--- src/design/gbn_pkg.sv ---
package gbn_pkg;

	localparam int MAX_BOXES_DEF = 64;
	localparam logic [15:0] THR_RESET = 16'd56361;

	// controller to datapath
	typedef struct packed {
		logic load;       // store the request box
		logic iter_clr;   // restart the scan index
		logic srch_rd;    // search scan read
		logic pick_rd;    // read the picked box, mark it suppressed
		logic pick_lat;   // latch the picked box
		logic supp_rd;    // overlap scan read
		logic emit;       // drive the pending box out
		logic emit_last;  // ... as the final one of the set
		logic set_clr;    // empty the store
	} cmd_t;

	// datapath to controller
	typedef struct packed {
		logic found;      // search found a live box
		logic iter_last;  // scan index is at the last held box
		logic pipe_busy;  // overlap pipeline still holds work
	} sts_t;

endpackage

--- src/design/gbn_ctrl.sv ---
module gbn_ctrl
	import gbn_pkg::*;
(
	input  logic clk,
	input  logic arst_n,
	input  logic start,
	input  logic last_in,
	input  sts_t sts,
	output cmd_t cmd,
	output logic busy
);

	localparam logic [2:0] ST_IDLE = 3'd0;
	localparam logic [2:0] ST_SRCH = 3'd1;
	localparam logic [2:0] ST_SDRN = 3'd2;
	localparam logic [2:0] ST_DEC  = 3'd3;
	localparam logic [2:0] ST_RDB  = 3'd4;
	localparam logic [2:0] ST_LATB = 3'd5;
	localparam logic [2:0] ST_SUPP = 3'd6;
	localparam logic [2:0] ST_SUPW = 3'd7;

	logic [2:0] state_q, state_d;
	logic       have_q, have_d;

	always_comb begin
		state_d = state_q;
		have_d  = have_q;
		cmd     = '0;
		case (state_q)
			ST_IDLE: begin
				if (start) begin
					cmd.load = 1'b1;
					if (last_in) begin
						cmd.iter_clr = 1'b1;
						state_d      = ST_SRCH;
					end
				end
			end
			ST_SRCH: begin
				cmd.srch_rd = 1'b1;
				if (sts.iter_last)
					state_d = ST_SDRN;
			end
			ST_SDRN: state_d = ST_DEC;
			ST_DEC: begin
				if (sts.found) begin
					cmd.emit = have_q;
					state_d  = ST_RDB;
				end else begin
					cmd.emit      = 1'b1;
					cmd.emit_last = 1'b1;
					cmd.set_clr   = 1'b1;
					have_d        = 1'b0;
					state_d       = ST_IDLE;
				end
			end
			ST_RDB: begin
				cmd.pick_rd = 1'b1;
				state_d     = ST_LATB;
			end
			ST_LATB: begin
				cmd.pick_lat = 1'b1;
				cmd.iter_clr = 1'b1;
				have_d       = 1'b1;
				state_d      = ST_SUPP;
			end
			ST_SUPP: begin
				cmd.supp_rd = 1'b1;
				if (sts.iter_last)
					state_d = ST_SUPW;
			end
			ST_SUPW: begin
				if (!sts.pipe_busy) begin
					cmd.iter_clr = 1'b1;
					state_d      = ST_SRCH;
				end
			end
			default: state_d = ST_IDLE;
		endcase
	end

	assign busy = (state_q != ST_IDLE);

	always_ff @(posedge clk or negedge arst_n) begin
		if (!arst_n) begin
			state_q <= ST_IDLE;
			have_q  <= 1'b0;
		end else begin
			state_q <= state_d;
			have_q  <= have_d;
		end
	end

endmodule

--- config.mk ---
export PLATFORM = sky130hd
export DESIGN_NAME = gbn_ctrl
export DESIGN_NICKNAME = d
export VERILOG_FILES = /design/src/design/gbn_pkg.sv /design/src/design/gbn_ctrl.sv
export SDC_FILE = /design/constraint.sdc
export NUM_CORES = 1
export LEC_CHECK = 0
export ABC_AREA = 1
export BUFFER_PORTS_ARGS = -buffer_cell sky130_fd_sc_hd__buf_2
export CAP_MARGIN = 0
export CORE_AREA = 4 4 41 43
export CTS_CLUSTER_SIZE = 20
export DETAILED_ROUTE_END_ITERATION = 10
export DIE_AREA = 0 0 45 47
export HOLD_SLACK_MARGIN = 0.05
export PLACE_DENSITY = 0.61
export SLEW_MARGIN = 15
export SYNTH_ARGS = -nofsm -noshare
export SYNTH_HDL_FRONTEND = slang
export SYNTH_SLANG_ARGS = --single-unit
--- constraint.sdc ---
create_clock -name clk -period 1.9 [get_ports clk]
set_input_delay 0.095 -clock clk [delete_from_list [all_inputs] [get_ports clk]]
set_output_delay 0.095 -clock clk [all_outputs]
set_load 0.05 [all_outputs]
==> load_flow_metrics.sql <==
INSERT INTO impl_metrics (metric_group, metric, value, unit) VALUES
('detailed_routing', 'viasPerCell', '4.19', ''),
('worst_setup_path', 'worstPathArrival', '1.49', 'ns'),
('cells_and_area', 'design_area', '474', 'um2'),
('worst_setup_path', 'endpoint_kind', 'output port', ''),
('grt', 'grt_use_met3', '2.68', '%'),
('grt', 'grt.met2_usage', '15.3', '%'),
('logic_synthesis', 'most_used_flip_flop_cell_after_synthesis', 'sky130_fd_sc_hd__dfrtp_1', ''),
('logic_synthesis', 'synthCells', '55', ''),
('worst_setup_path', 'r2r_setup_slack', '0.70', 'ns'),
('cells_and_area', 'antenna_cells_inserted', '0', ''),
('logic_synthesis', 'mappedNetlistArea', '374', 'um2'),
('job', 'timing.max_cap.violations', '0', ''),
('grt', 'first_global_vias', '345', ''),
('power', 'power-per-cell-area', '2170', 'nW/um2'),
('grt', 'maximum_number_of_pins_on_one_net_before_global_route_repair', '10', ''),
('cts', 'tritoncts_clock_tree', 'built', ''),
('cts', 'number_of_buffers_added_for_setup_after_cts', '0', ''),
('sta', 'tightest_slew', '0.372', 'ns'),
('worst_setup_path', 'timing_worst_setup_path_type', 'flop to output port', ''),
('power', 'leakage', '0.306', 'nW'),
('sta', 'fin_crit', '1.59', 'ns'),
('logic_synthesis', 'syn_avg_cell_area', '6.80', 'um2'),
('detailed_routing', 'wire_per_inst', '9.83', 'um'),
('worst_setup_path', 'critPathCapture', 'cmd[0]', ''),
('grt', 'grtUsageTotal', '9.64', '%'),
('logic_synthesis', 'number_of_library_cell_types_mapped_by_synthesis', '17', ''),
('cells_and_area', 'drive_above_1_share', '47.9', '%'),
('placement', 'finalWeightedCongestion', '0.703', ''),
('logic_synthesis', 'synth.largest_area_cell', 'sky130_fd_sc_hd__dfrtp_1', ''),
('sta', 'final-max-slew-violation-count', '0', ''),
('sta', 'setup_viol_count_final', '0', ''),
('grt', 'grt_first_pass_wirelength', '1.41', 'mm'),
('logic_synthesis', 'synth_warnings', '0', ''),
('detailed_routing', 'routed_wl', '845', 'um'),
('outcome', 'status', 'completed', ''),
('detailed_routing', 'vias', '360', ''),
('worst_setup_path', 'setup.worst_path.start', 'state_q[1]', ''),
('placement', 'hpwl', '695', 'um'),
('cells_and_area', 'syn2layout_area_growth', '26.8', '%'),
('floorplan', 'initial_utilization', '28.8', '%'),
('sta', 'worst_clock_skew', '0.00294', 'ns'),
('sta', 'postLayoutSetupSlackWorst', '0.311', 'ns'),
('worst_setup_path', 'cp_data_required_time', '1.80', 'ns'),
('logic_synthesis', 'synth-seq-area-share', '26.8', '%'),
('worst_setup_path', 'r2r_worst_path_depth', '7', ''),
('worst_setup_path', 'reg2reg_to', 'state_q[1]', ''),
('floorplan', 'placementRows', '13', ''),
('cts', 'cts_max_path_buffers', '2', ''),
('sta', 'max_clock_freq', '629', 'MHz'),
('hold_path', 'hold_path.class', 'input port to flop', ''),
('grt', 'number_of_antenna_violations_at_the_first_check_in_global_routing', '0', ''),
('cts', 'ctsResizeCount', '0', ''),
('detailed_routing', 'first_iter_violations', '4', ''),
('cts', 'cts-buffers-inserted', '3', ''),
('placement', 'dpl_worst_slack', '0.545', 'ns'),
('hold_path', 'hold_path_startpoint', 'sts[2]', ''),
('logic_synthesis', 'synthDominantCellAreaShare', '26.8', '%'),
('cells_and_area', 'layout.nets', '80', ''),
('cts', 'clkTransAtPathRegs', '0.04', 'ns'),
('logic_synthesis', 'synth_enable_flop_cells', '0', ''),
('worst_setup_path', 'timing.critical_path.from_type', 'flop', ''),
('floorplan', 'die_area', '2120', 'um2'),
('sta', 'min_period_over_period', '83.6', '%'),
('grt', 'grt_most_used_layer', 'met2', ''),
('grt', 'global_route_met1_usage', '10.5', '%'),
('floorplan', 'die_h', '47', 'um'),
('grt', 'sum_of_overflow_across_all_layers_after_global_routing', '0', ''),
('logic_synthesis', 'post_synthesis_register_bit_count', '4', ''),
('worst_setup_path', 'critical_path.max_fanout', '9', ''),
('placement', 'placement.cell_area', '442', 'um2'),
('placement', 'port-buffer-count', '16', '');
==> registers in the layout, indices dropped and copies added (netlist names) <==
signal / flops
have_q: 1
state_q: 3
==> worst max-delay path: stages, from the launching register on <==
cell and delay, ns:
sky130_fd_sc_hd__dfrtp_1 0.55, sky130_fd_sc_hd__nand2_1 0.12, sky130_fd_sc_hd__inv_1 0.11, sky130_fd_sc_hd__nand2_1 0.08, sky130_fd_sc_hd__nor2_2 0.12, sky130_fd_sc_hd__buf_2 0.28
==> routing by layer <==
| metal | share of wire (%) | wire (um) |
|---|---|---|
| met1 | 48 | 408 |
| met2 | 47 | 398 |
| met3 | 4.5 | 38 |
| met4 | 0 | 0 |
| met5 | 0 | 0 |
==> power by group <==
part	leakage [nW]	switching, W	total, W	internal [W]
Sequential	0.0472	0.0000839	0.000216	0.000132
Clock	0.0138	0.0000370	0.000108	0.0000708
Combinational	0.245	0.000510	0.000704	0.000193
Total	0.306	0.000631	0.00103	0.000396
==> metrics by stage <==
step	hold slack, ns	util, %	total power [W]	instances
2_1_floorplan	-0.201	-	0.000851	55
3_3_place_gp	-0.0952	33.9	0.000919	82
3_5_place_dp	-0.0941	33.9	0.000929	82
4_1_cts	0.157	36.4	0.00105	86
5_1_grt	0.187	36.4	0.00112	86
6_report	0.161	36.4	0.00103	86
==> cell type report <==
cell class / instances / area [um2]
well taps: 15 / 18.8
repair buffers: 17 / 90.1
inverters: 12 / 45.0
fillers: 148 / 827
multi-input cells: 35 / 198
flip-flops and latches: 4 / 100
clock buffers: 3 / 22.5
==> what timing repair did <==
| action | in CTS | in global routing |
|---|---|---|
| setup endpoints to repair | 0 | 0 |
| endpoints found under the hold margin | 4 | 0 |
| hold buffers | 1 | 0 |
==> cells in the final DEF, fill, tap and decap left out <==
cell type / synthesis / layout
sky130_fd_sc_hd__a21oi_1: 1 / 1
sky130_fd_sc_hd__buf_2: 0 / 16
sky130_fd_sc_hd__clkbuf_4: 0 / 3
sky130_fd_sc_hd__dfrtp_1: 4 / 4
sky130_fd_sc_hd__dlygate4sd3_1: 0 / 1
sky130_fd_sc_hd__inv_1: 8 / 8
sky130_fd_sc_hd__inv_2: 4 / 4
sky130_fd_sc_hd__nand2_1: 11 / 11
sky130_fd_sc_hd__nand2_2: 5 / 5
sky130_fd_sc_hd__nand2_4: 2 / 2
sky130_fd_sc_hd__nand3_1: 6 / 6
sky130_fd_sc_hd__nand3_2: 1 / 1
sky130_fd_sc_hd__nor2_1: 3 / 3
sky130_fd_sc_hd__nor2_2: 1 / 1
sky130_fd_sc_hd__nor2_4: 1 / 1
sky130_fd_sc_hd__nor3_1: 1 / 1
sky130_fd_sc_hd__o21ai_0: 1 / 1
sky130_fd_sc_hd__o22ai_1: 2 / 1
sky130_fd_sc_hd__o22ai_2: 0 / 1
==> logic make-up (layout without fill, tap and decap cells) <==
group	Yosys count	after routing	share of synthesized area [%]
buffers and inverters	16	32	22.1
AND/OR/NAND/NOR	31	31	45.1
flip-flops	4	4	26.8
AO/OA/AOI/OAI	4	4	6.02
==> how the worst min path moves through the flow <==
stage | endpoint | slack, ns | cells past startpoint
after floorplan | have_q | -0.20 | 0
after global placement | have_q | -0.1 | 1
after detailed placement | have_q | -0.09 | 1
after CTS | have_q | 0.16 | 3
after global routing | have_q | 0.19 | 2
final | have_q | 0.16 | 3
Power figures use the tool's default switching activity.
